[config.mk]
export PLATFORM = sky130hd
export DESIGN_NAME = fade_envelope_generator_core_flat
export DESIGN_NICKNAME = d
export VERILOG_FILES = /design/src/rtl/fegen_pkg.sv /design/src/rtl/fegen_if.sv /design/src/rtl/fade_envelope_generator_core.sv /design/src/rtl/fegen_seq.sv /design/src/flat_wrapper.sv
export SDC_FILE = /design/constraint.sdc
export NUM_CORES = 1
export LEC_CHECK = 0
export BUFFER_PORTS_ARGS = -buffer_cell sky130_fd_sc_hd__buf_2
export CORE_ASPECT_RATIO = 1.5
export CORE_MARGIN = 2
export CORE_UTILIZATION = 46
export CTS_CLUSTER_SIZE = 20
export DETAILED_ROUTE_END_ITERATION = 6
export PLACE_DENSITY = 0.73
export SYNTH_ARGS = -nofsm -noshare
export SYNTH_HDL_FRONTEND = slang
export SYNTH_SLANG_ARGS = --single-unit
[constraint.sdc]
create_clock -name clk -period 9 [get_ports clk]
set_input_delay 0.9 -clock clk [delete_from_list [all_inputs] [get_ports clk]]
set_output_delay 0.9 -clock clk [all_outputs]
set_load 0.01 [all_outputs]
[src/rtl/fegen_pkg.sv]
// ----------------------------------------------------------------------------
// fegen_pkg
// Types, constants and the control program of the fade envelope generator.
// ----------------------------------------------------------------------------
`default_nettype none

package fegen_pkg;

	// Configuration port geometry and register indexes.
	localparam int CFG_IDX_W  = 2;
	localparam int CFG_DATA_W = 16;

	localparam logic [CFG_IDX_W-1:0] CFG_FADE_IN  = 2'd0;
	localparam logic [CFG_IDX_W-1:0] CFG_HOLD     = 2'd1;
	localparam logic [CFG_IDX_W-1:0] CFG_FADE_OUT = 2'd2;

	localparam logic [CFG_DATA_W-1:0] FADE_IN_RST  = 16'd200;
	localparam logic [CFG_DATA_W-1:0] HOLD_RST     = 16'd1000;
	localparam logic [CFG_DATA_W-1:0] FADE_OUT_RST = 16'd300;

	// Elapsed time and time advance width in milliseconds.
	localparam int MS_W = 16;

	typedef enum logic [1:0] {
		PH_FADE_IN  = 2'd0,
		PH_HOLD     = 2'd1,
		PH_FADE_OUT = 2'd2,
		PH_DONE     = 2'd3
	} phase_t;

	// Datapath operations, one per control word.
	typedef enum logic [3:0] {
		OP_NOP,
		OP_LOAD,
		OP_ADD,
		OP_DECIDE,
		OP_DIV,
		OP_FORMX,
		OP_SQ,
		OP_CUBE,
		OP_FIN,
		OP_EMIT
	} op_t;

	// Conditions under which the step counter holds its value.
	typedef enum logic [1:0] {
		W_NONE,
		W_NO_ITEM,
		W_DIV_MORE,
		W_OUT_BUSY
	} wait_t;

	// Conditions under which the step counter jumps to the target.
	typedef enum logic [1:0] {
		J_NONE,
		J_ALWAYS,
		J_NO_DIV
	} jump_t;

	localparam int STEP_W = 4;

	localparam logic [STEP_W-1:0] STEP_IDLE   = 4'd0;
	localparam logic [STEP_W-1:0] STEP_ADD    = 4'd1;
	localparam logic [STEP_W-1:0] STEP_DECIDE = 4'd2;
	localparam logic [STEP_W-1:0] STEP_DIV    = 4'd3;
	localparam logic [STEP_W-1:0] STEP_FORMX  = 4'd4;
	localparam logic [STEP_W-1:0] STEP_SQ     = 4'd5;
	localparam logic [STEP_W-1:0] STEP_CUBE   = 4'd6;
	localparam logic [STEP_W-1:0] STEP_FIN    = 4'd7;
	localparam logic [STEP_W-1:0] STEP_EMIT   = 4'd8;

	typedef struct packed {
		op_t                op;
		wait_t              wait_c;
		jump_t              jump_c;
		logic [STEP_W-1:0]  target;
	} ctrl_t;

	// Status flags that the datapath returns to the sequencer.
	typedef struct packed {
		logic item_accept;
		logic out_free;
		logic div_more;
		logic need_div;
	} status_t;

	// The control program.
	function automatic ctrl_t ucode(input logic [STEP_W-1:0] step);
		ctrl_t w;
		w = '{op: OP_NOP, wait_c: W_NONE, jump_c: J_ALWAYS, target: STEP_IDLE};
		case (step)
			STEP_IDLE:   w = '{op: OP_LOAD,   wait_c: W_NO_ITEM,  jump_c: J_NONE,
				target: STEP_IDLE};
			STEP_ADD:    w = '{op: OP_ADD,    wait_c: W_NONE,     jump_c: J_NONE,
				target: STEP_IDLE};
			STEP_DECIDE: w = '{op: OP_DECIDE, wait_c: W_NONE,     jump_c: J_NO_DIV,
				target: STEP_EMIT};
			STEP_DIV:    w = '{op: OP_DIV,    wait_c: W_DIV_MORE, jump_c: J_NONE,
				target: STEP_IDLE};
			STEP_FORMX:  w = '{op: OP_FORMX,  wait_c: W_NONE,     jump_c: J_NONE,
				target: STEP_IDLE};
			STEP_SQ:     w = '{op: OP_SQ,     wait_c: W_NONE,     jump_c: J_NONE,
				target: STEP_IDLE};
			STEP_CUBE:   w = '{op: OP_CUBE,   wait_c: W_NONE,     jump_c: J_NONE,
				target: STEP_IDLE};
			STEP_FIN:    w = '{op: OP_FIN,    wait_c: W_NONE,     jump_c: J_NONE,
				target: STEP_IDLE};
			STEP_EMIT:   w = '{op: OP_EMIT,   wait_c: W_OUT_BUSY, jump_c: J_ALWAYS,
				target: STEP_IDLE};
			default:     w = '{op: OP_NOP,    wait_c: W_NONE,     jump_c: J_ALWAYS,
				target: STEP_IDLE};
		endcase
		return w;
	endfunction

endpackage

`default_nettype wire

[src/rtl/fegen_if.sv]
// ----------------------------------------------------------------------------
// fegen_if
// Valid/ready channels of the fade envelope generator: time advance words in,
// opacity words out.
// ----------------------------------------------------------------------------
`default_nettype none

interface fegen_item_if;
	logic        valid;
	logic        ready;
	logic        restart;
	logic [15:0] delta_ms;

	modport source (output valid, output restart, output delta_ms, input ready);
	modport sink   (input valid, input restart, input delta_ms, output ready);
endinterface

interface fegen_result_if #(
	parameter int OPACITY_BITS = 16
);
	logic                    valid;
	logic                    ready;
	logic [OPACITY_BITS-1:0] opacity;
	logic [1:0]              phase;
	logic                    active;

	modport source (output valid, output opacity, output phase, output active,
		input ready);
	modport sink   (input valid, input opacity, input phase, input active,
		output ready);
endinterface

`default_nettype wire

[src/rtl/fade_envelope_generator_core.sv]
// ----------------------------------------------------------------------------
// fade_envelope_generator_core
// Opacity envelope with fade-in, hold, fade-out and done phases, run by a
// small control program over a shared divide and multiply datapath.
// ----------------------------------------------------------------------------
//
//   Channel   Direction  Word contents                  Handshake
//   item      in         restart, delta_ms              valid/ready
//   result    out        opacity, phase, active         valid/ready
//   cfg       in         cfg_idx, cfg_wdata             cfg_we, no wait
//
// A word that needs the easing curve is loaded into the result register after
// the add, decide, divide, form-x, square, cube and finish steps; the divide
// step is the one-bit-per-cycle restoring divider that forms t and repeats
// once per quotient bit. Only then does the program return to its idle step
// to take the next word. Words in hold, at the end of a phase or in done go
// from the decide step straight to the load step. Reset leaves the phase in done,
// elapsed time and opacity at zero, and the durations at 200, 1000 and 300 ms.
// The result register frees the input side: a new word is taken while an
// earlier result still waits, and only the final load step stalls on it.
//
`default_nettype none

module fade_envelope_generator_core #(
	parameter int OPACITY_BITS = 16
) (
	input  wire logic                             clk,
	input  wire logic                             arst_n,
	input  wire logic                             cfg_we,
	input  wire logic [fegen_pkg::CFG_IDX_W-1:0]  cfg_idx,
	input  wire logic [fegen_pkg::CFG_DATA_W-1:0] cfg_wdata,
	fegen_item_if.sink                            item,
	fegen_result_if.source                        result
);

	// Quotient t has OPACITY_BITS fraction bits. The eased operand x and the
	// square and cube can reach exactly 1.0, so they carry one extra bit.
	localparam int OB = OPACITY_BITS;
	localparam int XW = OB + 1;
	localparam int PW = 2 * XW;
	localparam int CW = $clog2(OB + 1);
	localparam int MW = fegen_pkg::MS_W;

	localparam logic [XW-1:0] ONE_Q  = {1'b1, {OB{1'b0}}};
	localparam logic [OB-1:0] FULL_Q = {OB{1'b1}};

	fegen_pkg::ctrl_t   ctrl;
	fegen_pkg::status_t stat;

	// Configuration registers.
	logic [MW-1:0] fade_in_q;
	logic [MW-1:0] hold_q;
	logic [MW-1:0] fade_out_q;

	// Envelope state.
	fegen_pkg::phase_t phase_q;
	logic [MW-1:0]     elapsed_q;
	logic [OB-1:0]     opacity_q;

	// Working registers of the datapath.
	logic [MW-1:0] delta_q;
	logic [MW-1:0] rem_q;
	logic [OB-1:0] quo_q;
	logic [CW-1:0] cnt_q;
	logic [XW-1:0] x_q;
	logic [XW-1:0] acc_q;

	// Result register.
	logic          out_valid_q;
	logic [OB-1:0] out_opacity_q;
	logic [1:0]    out_phase_q;
	logic          out_active_q;

	logic          item_accept;
	logic          out_free;
	logic [MW:0]   sum;
	logic [MW-1:0] elapsed_sat;
	logic [MW-1:0] den;
	logic [MW:0]   rem_sh;
	logic [MW:0]   rem_sub;
	logic          rem_ge;
	logic          need_div;
	logic [XW-1:0] x_form;
	logic [XW-1:0] mul_a;
	logic [PW-1:0] mul_p;
	logic [XW-1:0] mul_hi;
	logic [XW-1:0] fin_diff;
	logic [OB-1:0] fin_opa;

	fegen_seq u_seq (
		.clk    (clk),
		.arst_n (arst_n),
		.stat   (stat),
		.ctrl   (ctrl)
	);

	// Words are taken only in the idle step of the program.
	assign item.ready  = (ctrl.op == fegen_pkg::OP_LOAD);
	assign item_accept = item.valid && item.ready;

	// The result register can take a new word when it is empty or is being
	// drained in this same cycle.
	assign out_free = !out_valid_q || result.ready;

	assign result.valid   = out_valid_q;
	assign result.opacity = out_opacity_q;
	assign result.phase   = out_phase_q;
	assign result.active  = out_active_q;

	// Elapsed time saturates at the top of its range.
	assign sum         = {1'b0, elapsed_q} + {1'b0, delta_q};
	assign elapsed_sat = sum[MW] ? {MW{1'b1}} : sum[MW-1:0];

	// The divisor is the duration of the phase being eased.
	assign den = (phase_q == fegen_pkg::PH_FADE_OUT) ? fade_out_q : fade_in_q;

	// One restoring division step: the partial remainder stays below the
	// divisor, so the shifted value fits one extra bit and the new remainder
	// fits the original width again.
	assign rem_sh  = {rem_q, 1'b0};
	assign rem_ge  = (rem_sh >= {1'b0, den});
	assign rem_sub = rem_sh - {1'b0, den};

	// The curve is needed only while a fade is still running; every other
	// case resolves in the decide step.
	assign need_div = ((phase_q == fegen_pkg::PH_FADE_IN) && (elapsed_q < fade_in_q)) ||
		((phase_q == fegen_pkg::PH_FADE_OUT) && (elapsed_q < fade_out_q));

	// Fade-in eases on 1 - t, fade-out on t itself.
	assign x_form = (phase_q == fegen_pkg::PH_FADE_IN) ? (ONE_Q - {1'b0, quo_q})
		: {1'b0, quo_q};

	// A single multiplier serves the square and then the cube; each product
	// is truncated back to OB fraction bits.
	assign mul_a  = (ctrl.op == fegen_pkg::OP_CUBE) ? acc_q : x_q;
	assign mul_p  = PW'(mul_a) * PW'(x_q);
	assign mul_hi = mul_p[OB +: XW];

	// 1 - cube lies in [0, 1.0]; exactly 1.0 is clipped to full scale.
	assign fin_diff = ONE_Q - acc_q;
	assign fin_opa  = fin_diff[OB] ? FULL_Q : fin_diff[OB-1:0];

	assign stat.item_accept = item_accept;
	assign stat.out_free    = out_free;
	assign stat.div_more    = (cnt_q != CW'(1));
	assign stat.need_div    = need_div;

	// Control and envelope state.
	always_ff @(posedge clk or negedge arst_n) begin
		if (!arst_n) begin
			fade_in_q   <= fegen_pkg::FADE_IN_RST;
			hold_q      <= fegen_pkg::HOLD_RST;
			fade_out_q  <= fegen_pkg::FADE_OUT_RST;
			phase_q     <= fegen_pkg::PH_DONE;
			elapsed_q   <= '0;
			opacity_q   <= '0;
			out_valid_q <= 1'b0;
		end else begin
			if (cfg_we) begin
				case (cfg_idx)
					fegen_pkg::CFG_FADE_IN:  fade_in_q  <= cfg_wdata;
					fegen_pkg::CFG_HOLD:     hold_q     <= cfg_wdata;
					fegen_pkg::CFG_FADE_OUT: fade_out_q <= cfg_wdata;
					default: ;
				endcase
			end

			case (ctrl.op)
				fegen_pkg::OP_LOAD: begin
					// A restart enters fade-in with elapsed time cleared
					// before the advance is added.
					if (item_accept && item.restart) begin
						phase_q   <= fegen_pkg::PH_FADE_IN;
						elapsed_q <= '0;
					end
				end
				fegen_pkg::OP_ADD: begin
					elapsed_q <= elapsed_sat;
				end
				fegen_pkg::OP_DECIDE: begin
					case (phase_q)
						fegen_pkg::PH_FADE_IN: begin
							if (!need_div) begin
								opacity_q <= FULL_Q;
								phase_q   <= fegen_pkg::PH_HOLD;
								elapsed_q <= '0;
							end
						end
						fegen_pkg::PH_HOLD: begin
							opacity_q <= FULL_Q;
							if (elapsed_q >= hold_q) begin
								phase_q   <= fegen_pkg::PH_FADE_OUT;
								elapsed_q <= '0;
							end
						end
						fegen_pkg::PH_FADE_OUT: begin
							// Elapsed time keeps running on into done.
							if (!need_div) begin
								opacity_q <= '0;
								phase_q   <= fegen_pkg::PH_DONE;
							end
						end
						default: ;
					endcase
				end
				fegen_pkg::OP_FIN: begin
					opacity_q <= fin_opa;
				end
				default: ;
			endcase

			if ((ctrl.op == fegen_pkg::OP_EMIT) && out_free) begin
				out_valid_q <= 1'b1;
			end else if (result.ready) begin
				out_valid_q <= 1'b0;
			end
		end
	end

	// Working registers and result payload.
	always_ff @(posedge clk) begin
		case (ctrl.op)
			fegen_pkg::OP_LOAD: begin
				if (item_accept) begin
					delta_q <= item.delta_ms;
				end
			end
			fegen_pkg::OP_DECIDE: begin
				rem_q <= elapsed_q;
				quo_q <= '0;
				cnt_q <= CW'(OB);
			end
			fegen_pkg::OP_DIV: begin
				rem_q <= rem_ge ? rem_sub[MW-1:0] : rem_sh[MW-1:0];
				quo_q <= {quo_q[OB-2:0], rem_ge};
				cnt_q <= cnt_q - CW'(1);
			end
			fegen_pkg::OP_FORMX: begin
				x_q <= x_form;
			end
			fegen_pkg::OP_SQ: begin
				acc_q <= mul_hi;
			end
			fegen_pkg::OP_CUBE: begin
				acc_q <= mul_hi;
			end
			fegen_pkg::OP_EMIT: begin
				if (out_free) begin
					out_opacity_q <= opacity_q;
					out_phase_q   <= phase_q;
					out_active_q  <= (phase_q != fegen_pkg::PH_DONE);
				end
			end
			default: ;
		endcase
	end

endmodule

`default_nettype wire

[src/rtl/fegen_seq.sv]
// ----------------------------------------------------------------------------
// fegen_seq
// Step counter and control store: issues one control word per cycle.
// ----------------------------------------------------------------------------
`default_nettype none

module fegen_seq (
	input  wire logic              clk,
	input  wire logic              arst_n,
	input  wire fegen_pkg::status_t stat,
	output fegen_pkg::ctrl_t       ctrl
);

	logic [fegen_pkg::STEP_W-1:0] step_q;
	logic [fegen_pkg::STEP_W-1:0] step_nxt;
	logic                         hold_step;
	logic                         take_jump;

	assign ctrl = fegen_pkg::ucode(step_q);

	always_comb begin
		case (ctrl.wait_c)
			fegen_pkg::W_NO_ITEM:  hold_step = !stat.item_accept;
			fegen_pkg::W_DIV_MORE: hold_step = stat.div_more;
			fegen_pkg::W_OUT_BUSY: hold_step = !stat.out_free;
			default:               hold_step = 1'b0;
		endcase

		case (ctrl.jump_c)
			fegen_pkg::J_ALWAYS: take_jump = 1'b1;
			fegen_pkg::J_NO_DIV: take_jump = !stat.need_div;
			default:             take_jump = 1'b0;
		endcase

		if (hold_step) begin
			step_nxt = step_q;
		end else if (take_jump) begin
			step_nxt = ctrl.target;
		end else begin
			step_nxt = step_q + fegen_pkg::STEP_W'(1);
		end
	end

	always_ff @(posedge clk or negedge arst_n) begin
		if (!arst_n) begin
			step_q <= fegen_pkg::STEP_IDLE;
		end else begin
			step_q <= step_nxt;
		end
	end

endmodule

`default_nettype wire
[src/flat_wrapper.sv]
// flat-port wrapper written by rule: the top's interface ports become plain ports
module fade_envelope_generator_core_flat 
#(
	parameter int OPACITY_BITS = 16
)
  (clk, arst_n, cfg_we, cfg_idx, cfg_wdata, item_valid, item_restart, item_delta_ms, item_ready, result_valid, result_opacity, result_phase, result_active, result_ready);
  fegen_item_if item_i ();
  fegen_result_if #(.OPACITY_BITS(OPACITY_BITS)) result_i ();
  input  wire logic clk;
  input  wire logic arst_n;
  input  wire logic cfg_we;
  input  wire logic [fegen_pkg::CFG_IDX_W-1:0] cfg_idx;
  input  wire logic [fegen_pkg::CFG_DATA_W-1:0] cfg_wdata;
  input wire logic [$bits(item_i.valid)-1:0] item_valid;
  input wire logic [$bits(item_i.restart)-1:0] item_restart;
  input wire logic [$bits(item_i.delta_ms)-1:0] item_delta_ms;
  output wire logic [$bits(item_i.ready)-1:0] item_ready;
  output wire logic [$bits(result_i.valid)-1:0] result_valid;
  output wire logic [$bits(result_i.opacity)-1:0] result_opacity;
  output wire logic [$bits(result_i.phase)-1:0] result_phase;
  output wire logic [$bits(result_i.active)-1:0] result_active;
  input wire logic [$bits(result_i.ready)-1:0] result_ready;
  assign item_i.valid = item_valid;
  assign item_i.restart = item_restart;
  assign item_i.delta_ms = item_delta_ms;
  assign item_ready = item_i.ready;
  assign result_valid = result_i.valid;
  assign result_opacity = result_i.opacity;
  assign result_phase = result_i.phase;
  assign result_active = result_i.active;
  assign result_i.ready = result_ready;
  fade_envelope_generator_core #(.OPACITY_BITS(OPACITY_BITS)) u_core (.clk(clk), .arst_n(arst_n), .cfg_we(cfg_we), .cfg_idx(cfg_idx), .cfg_wdata(cfg_wdata), .item(item_i), .result(result_i));
endmodule
After elaboration in Yosys (flattened, before gate mapping)
Memory sizes are Yosys's and may differ from the RTL's.
Index checks and enable logic that the tools add are counted.
{"block": "word_totals", "regBits": 193, "latch_bits": 0, "mem_bits_rw": 0, "romBits": 144, "input_bits": 40, "out_inout_bits": 21, "word_cells": 111, "mem_count": 1}
{"memory": "(name not given)", "depth": 16, "word_bits": 9, "rd": 1, "rd_clocked_by_memory_dff": 0, "wr": 0, "line": "fegen_pkg.sv:91", "source": "case (step)"}
{"block": "op_classes", "addsub": 6, "n_mul": 1, "n_div": 0, "n_lt_le_gt_ge": 4, "eq_ne": 26, "shifts": 0, "mux": 28, "bitwise_logic": 0, "n_reduce_logical": 27}
{"operator": "$mux W16", "n": 9}
{"operator": "$pmux W16 S2", "n": 4}
{"operator": "$pmux W16 S3", "n": 2}
{"operator": "$mul A17 B17 Y33", "n": 1}
{"operator": "$lt A16 B16 Y1", "n": 2}
{"operator": "$add A16 B16 Y17", "n": 1}
{"operator": "$ge A17 B16 Y1", "n": 1}
{"operator": "$mux W17", "n": 1}
{"operator": "$sub A17 B16 Y17 const A", "n": 1}
{"operator": "$sub A17 B17 Y17 const A", "n": 1}
{"operator": "$eq A4 B3 Y1 const B", "n": 4}
{"operator": "$ge A16 B16 Y1", "n": 1}
{"operator": "$sub A16 B16 Y16", "n": 1}
{"operator": "$eq A2 B2 Y1 const B", "n": 5}
{"operator": "$pmux W5 S2", "n": 1}
{"operator": "$reduce_and A2 Y1", "n": 5}
{"operator": "$eq A2 B1 Y1 const B", "n": 4}
{"operator": "$eq A4 B2 Y1 const B", "n": 2}
{"operator": "$eq A4 B4 Y1 const B", "n": 2}
{"operator": "$mux W2", "n": 4}
{"operator": "$reduce_bool A2 Y1", "n": 4}
{"operator": "$ne A3 B2 Y1 const B", "n": 2}
{"operator": "$ne A3 B3 Y1 const B", "n": 2}
{"operator": "$pmux W2 S3", "n": 1}
{"operator": "20 further kinds", "n": 31}

Longest topological paths before layout
{"block": "depth", "word_depth": 6, "ltp_mapped": 32, "ltp_nobuf": 30}

By module
From an unflattened synthesis, not the netlist that was laid out.
{"block": "hier_totals", "hier_cells": 2019, "hier_area_um2": 20035.5}
{"mod": "fade_envelope_generator_core", "instances": 1, "cells_per_inst": 1972, "area_each_um2": 19582.5, "seq_area_each_um2": 5278.8}
{"mod": "fegen_seq", "instances": 1, "cells_per_inst": 47, "area_each_um2": 452.9, "seq_area_each_um2": 100.1}

Least setup slack after synthesis
Ideal clock, no wire load.
{"block": "synth_path", "path_kind": "register to register", "from": "register u_core.u_seq.step_q[0] in the netlist's numbering", "to": "register u_core.acc_q[10] (data pin)", "setup_time_ns": 0.258, "arrival_ns": 7.372, "required_ns": 8.742, "slack_ns": 1.370, "stages_incl_launch_ff": 31, "n_path_buf": 5, "synth_period_minus_slack_ns": 7.630, "cell_sequence": "dfrtp_1 clkbuf_1 inv_1 ha_1 clkbuf_1 and3_1 clkbuf_1 buf_2 nand2_1 nand2_1 clkbuf_1 nand2_1 fa_1 fa_1 fa_1 fa_1 inv_1 fa_1 inv_1 fa_1 inv_1 ha_1 or3_1 o221ai_1 o221ai_1 o21ai_0 nor2_1 o21ai_0 nand2b_1 a21oi_1 xnor2_1"}
{"block": "synth_between", "elab_chain_len": 4}
{"element": "from (decl)", "line": "fegen_seq.sv:14", "source": "logic [fegen_pkg::STEP_W-1:0] step_q;"}
{"element": "from (signal assigned)", "line": "fegen_seq.sv:46", "source": "step_q <= fegen_pkg::STEP_IDLE;"}
{"element": "from (signal assigned)", "line": "fegen_seq.sv:48", "source": "step_q <= step_nxt;"}
{"element": "$mem_v2 Z16 W9"}
{"element": "$eq A4 B3 Y1", "line": "fade_envelope_generator_core.sv:135", "source": "assign mul_a = (ctrl.op == fegen_pkg::OP_CUBE) ? acc_q : x_q;"}
{"element": "$mux W17", "line": "fade_envelope_generator_core.sv:135"}
{"element": "$mul A17 B17 Y33", "line": "fade_envelope_generator_core.sv:136", "source": "assign mul_p = PW'(mul_a) * PW'(x_q);"}
{"element": "via u_core.mul_p[26]", "line": "fade_envelope_generator_core.sv:85", "source": "logic [PW-1:0] mul_p;"}
{"element": "to (signal assigned)", "line": "fade_envelope_generator_core.sv:242", "source": "acc_q <= mul_hi;"}
{"element": "to (signal assigned)", "line": "fade_envelope_generator_core.sv:245", "source": "acc_q <= mul_hi;"}
{"element": "to (decl)", "line": "fade_envelope_generator_core.sv:66", "source": "logic [XW-1:0] acc_q;"}
The timed path passes the listed nets, and every way through them passes these cells.
A chain may end at the register's enable or synchronous reset.

Worst setup path in the final report
Same ends and word-level chain as after synthesis.

==> results by group <==
Timing
  • Period Utilization, post-route: 93.2%
  • Final Hold Viols: 0
  • Final setup fails: 0
  • Slew headroom: 21.9%
  • RSZ-0062 raised after global routing: no
  • Fmax: ~120 MHz
  • Final Slew Violations: 0
  • Worst-Margin Slew: between 1 and 1.5 ns
  • Fin Setup TNS: 0 ns
  • Clock skew: around 0.023 ns
  • Crit path time final: between 8 and 9 ns

Global routing
  • Initial antenna violation count: 0
  • First-pass GRT wire length: 81.7 mm
  • Largest net degree at the start of global routing: 62
  • Number of global-route vias before repair: 16007
  • Global route overflow: 0
  • GR Util All Layers: a little under a quarter

Placement
  • Port Buffer Count: 60
  • Dpl hpwl: 40.4 mm
  • Placer Congestion: ~0.9
  • Placed Cells: around 2600

Logic synthesis
  • Ranking of synthesized cells by area: fa_1 22%, edfxtp_1 16%, ha_1 12%
  • Main combinational cell family by area after synthesis: adder cells
  • Syn Nets: between 2000 and 3000
  • Simple-gate area share of the yosys netlist: 14.9%
  • Share of the synthesized area in the top cell type: between 20% and 30%
  • Synth Area in XOR/XNOR: 3.08%
  • Cells after synthesis: 2043
  • Number of synthesized flops with an enable pin: 106
  • Synth cell count leaders: 361 x inv_1, 263 x nand2_1, 223 x fa_1
  • Mux cell area share after synthesis: around 3.3%
  • Syn avg cell area: 9.74 um^2
  • Cell Area, Synth: about 20000 um^2
  • Ys async rst share: a little under half
  • Synth Area in Compound Gates: ~9%
  • Ys Warns: 0
  • Yosys cell types: 76
  • Yosys top cell by area: fa_1
  • Ys flop type: edfxtp_1
  • Register area share after synthesis: between 20% and 30%
  • Most common cell in the netlist: inv_1
  • Seq cells post-synth: 193
  • Adder-cell area share of the yosys netlist: between 30% and 40%

Cells and area
  • Final Non-Filler Cells: 2673
  • Nets@finish: roughly 2500
  • FF+latch area: about 5400 um^2
  • Multi-input gate area: about 13000 um^2
  • Fillcell total: around 4000
  • Antenna diode count: 0
  • Share of cells above drive strength 1: under 10%
  • Area grow syn2layout: 8.13%

Setup path
  • CP Launch Type: flip-flop
  • Reg2reg end: u_core.acc_q[10]$_DFFE_PP_
  • CP max-delay cell: fa_1
  • Setup crit end kind: flip-flop
  • Crit path to: u_core.acc_q[10]$_DFFE_PP_
  • Flop2flop setup slack: about 0.62 ns
  • Crit-path max cell delay: 0.55 ns
  • Reg-to-Reg Start: u_core.u_seq.step_q[0]$_DFFE_PN0N_
  • Critical path class: reg2reg
  • Crit path top cell by count: fa_1
  • CP required: between 9 and 10 ns
  • CP Data Arrival Time: 8.60 ns
  • CP max FO: 20
  • Reg2reg path depth: 28
  • CP startpoint: u_core.u_seq.step_q[0]$_DFFE_PN0N_

Flow run
  • Max cap viols: 0

Floorplan
  • Core Rows: just over 90
  • Die X: ~170 um
  • Starting Density: a little under half
  • Die Area: approximately 45000 um^2
  • Ports: 61
  • Die H: between 200 and 300 um
  • Total core area: between 40000 and 50000 um^2

Drt
  • Detailed-route via count: ~15000
  • WL/cell: ~19 um
  • Drt first pass iters: 7
  • Routed vias/inst: 5.44
  • Routed WL: 49.9 mm
  • DRC violations left: 0
  • Initial drt markers: between 700 and 800
  • Antenna Nets Post-Route: 0

Hold path
  • Min-Delay Path Class: in2async

Clocking
  • Root buf cell: clkbuf_16
  • # H-tree levels: 4
  • Max Root-Sink Buffers: 2
  • Hold_buf cts: 0
  • Clock latency on the worst-skew pair: about 0.46 ns
  • Clock tree from TritonCTS: built
  • Inserted Clock Buffers: 17
  • Clk pin slew, worst setup/hold paths: ~0.080 ns
  • Sink Count: around 190

Run status
  • Status: completed
-- cell families (layout without fill, tap and decap cells) --
| family | count (synthesis) | in the layout |
|---|---|---|
| XOR/XNOR | 70 | 70 |
| buffers and inverters | 432 | 492 |
| flip-flops | 193 | 193 |
| AND/OR/NAND/NOR | 610 | 610 |
| adder cells (fa/ha/maj) | 417 | 417 |
| multiplexers | 62 | 62 |
| AO/OA/AOI/OAI | 259 | 259 |
-- metal layers --
layer  vias up  global-route usage (%)  share of wire (%)  wire [um]
met4         0                    15.4                7.1       3550
met3       156                    3.07                4.1       2050
met1      7239                    23.8                 35      17400
met5         -                       0                  0          0
met2       450                    44.1                 54      26900
li1       6706                       -                  -          -
-- flip-flops by register name (all words and copies together) (netlist names) --
| name | count |
|---|---|
| u_core.quo_q | 16 |
| u_core.fade_out_q | 16 |
| u_core.delta_q | 16 |
| u_core.rem_q | 16 |
| u_core.u_seq.step_q | 4 |
| u_core.elapsed_q | 16 |
| u_core.opacity_q | 16 |
| u_core.result.valid | 1 |
| u_core.result.phase | 2 |
| u_core.phase_q | 2 |
| u_core.hold_q | 16 |
| u_core.cnt_q | 5 |
| u_core.result.active | 1 |
| u_core.result.opacity | 16 |
| u_core.fade_in_q | 16 |
| u_core.acc_q | 17 |
| u_core.x_q | 17 |
-- how the worst min path moves through the flow --
| stage | start | to | cells after the start |
|---|---|---|---|
| 2_1_floorplan | u_core.opacity_q[0]$_DFFE_PN0P_ | u_core.result.opacity[0]$_DFFE_PP_ | 0 |
| 3_3_place_gp | u_core.opacity_q[15]$_DFFE_PN0P_ | u_core.result.opacity[15]$_DFFE_PP_ | 0 |
| 3_5_place_dp | u_core.opacity_q[5]$_DFFE_PN0P_ | u_core.result.opacity[5]$_DFFE_PP_ | 0 |
| 4_1_cts | arst_n | u_core.opacity_q[6]$_DFFE_PN0P_ | 1 |
| 5_1_grt | arst_n | u_core.opacity_q[9]$_DFFE_PN0P_ | 1 |
| 6_report | arst_n | u_core.opacity_q[9]$_DFFE_PN0P_ | 1 |
-- metrics by stage --
stage                     util [%]  hold slack, ns  setup slack, ns  instance area [um^2]
final                         50.3           0.344            0.616                 21500
after CTS                     50.2           0.353            0.474                 21500
after detailed placement      48.9           0.433            0.521                 20900
after global placement        48.9           0.436            0.807                 20900
after global routing          50.3           0.356           0.0346                 21500
after floorplan                  -           0.426             1.37                 19900
-- placed cells by master (no fill, tap or decap), drive strengths merged, types with 4 or more instances in the layout --
cell and instances:
nand3b 4, and3 23, nor4 8, a21boi 6, and2 125, ha 194, nor3 17, or4 4
o21a 18, edfxtp 106, inv 371, mux2i 28, o2bb2ai 32, a21o 27, o41ai 4, a21oi 45
nand2b 11, nand2 264, mux2 34, dfstp 15, nand4 14, a31oi 6, or3 12, or2 6
nor2 92, dfrtp 72, clkbuf 19, nand3 11, xor2 10, nor2b 12, o31ai 9, xnor2 60
buf 99, o21ai 77, fa 223
-- critical path, delay by kind of cell, from the launching register on --
family | cells | cell delay [ns]
AO/OA/AOI/OAI | 6 | 1.71
AND/OR/NAND/NOR | 7 | 1.58
buffers and inverters | 5 | 0.41
flip-flops | 1 | 0.48
XOR/XNOR | 1 | 0.08
adder cells (fa/ha/maj) | 9 | 3.87
-- layout make-up --
cell class,count,area share (%)
tap,570,3.31
inverter,361,6.30
multi-input combinational,1418,59.9
clock inverter,13,0.634
sequential,193,25.0
timing repair buffer,99,2.77
clock buffer,19,2.11
-- timing repair --
| action | in CTS | in global routing |
|---|---|---|
| buffers inserted | 0 | 0 |
| resized for setup | 0 | 2 |
| hold endpoints to repair | 0 | 0 |
| setup endpoints to repair | 0 | 6 |
Power is not shown: default switching activity piles up to over one toggle a cycle in this logic, so the estimate is an artifact.
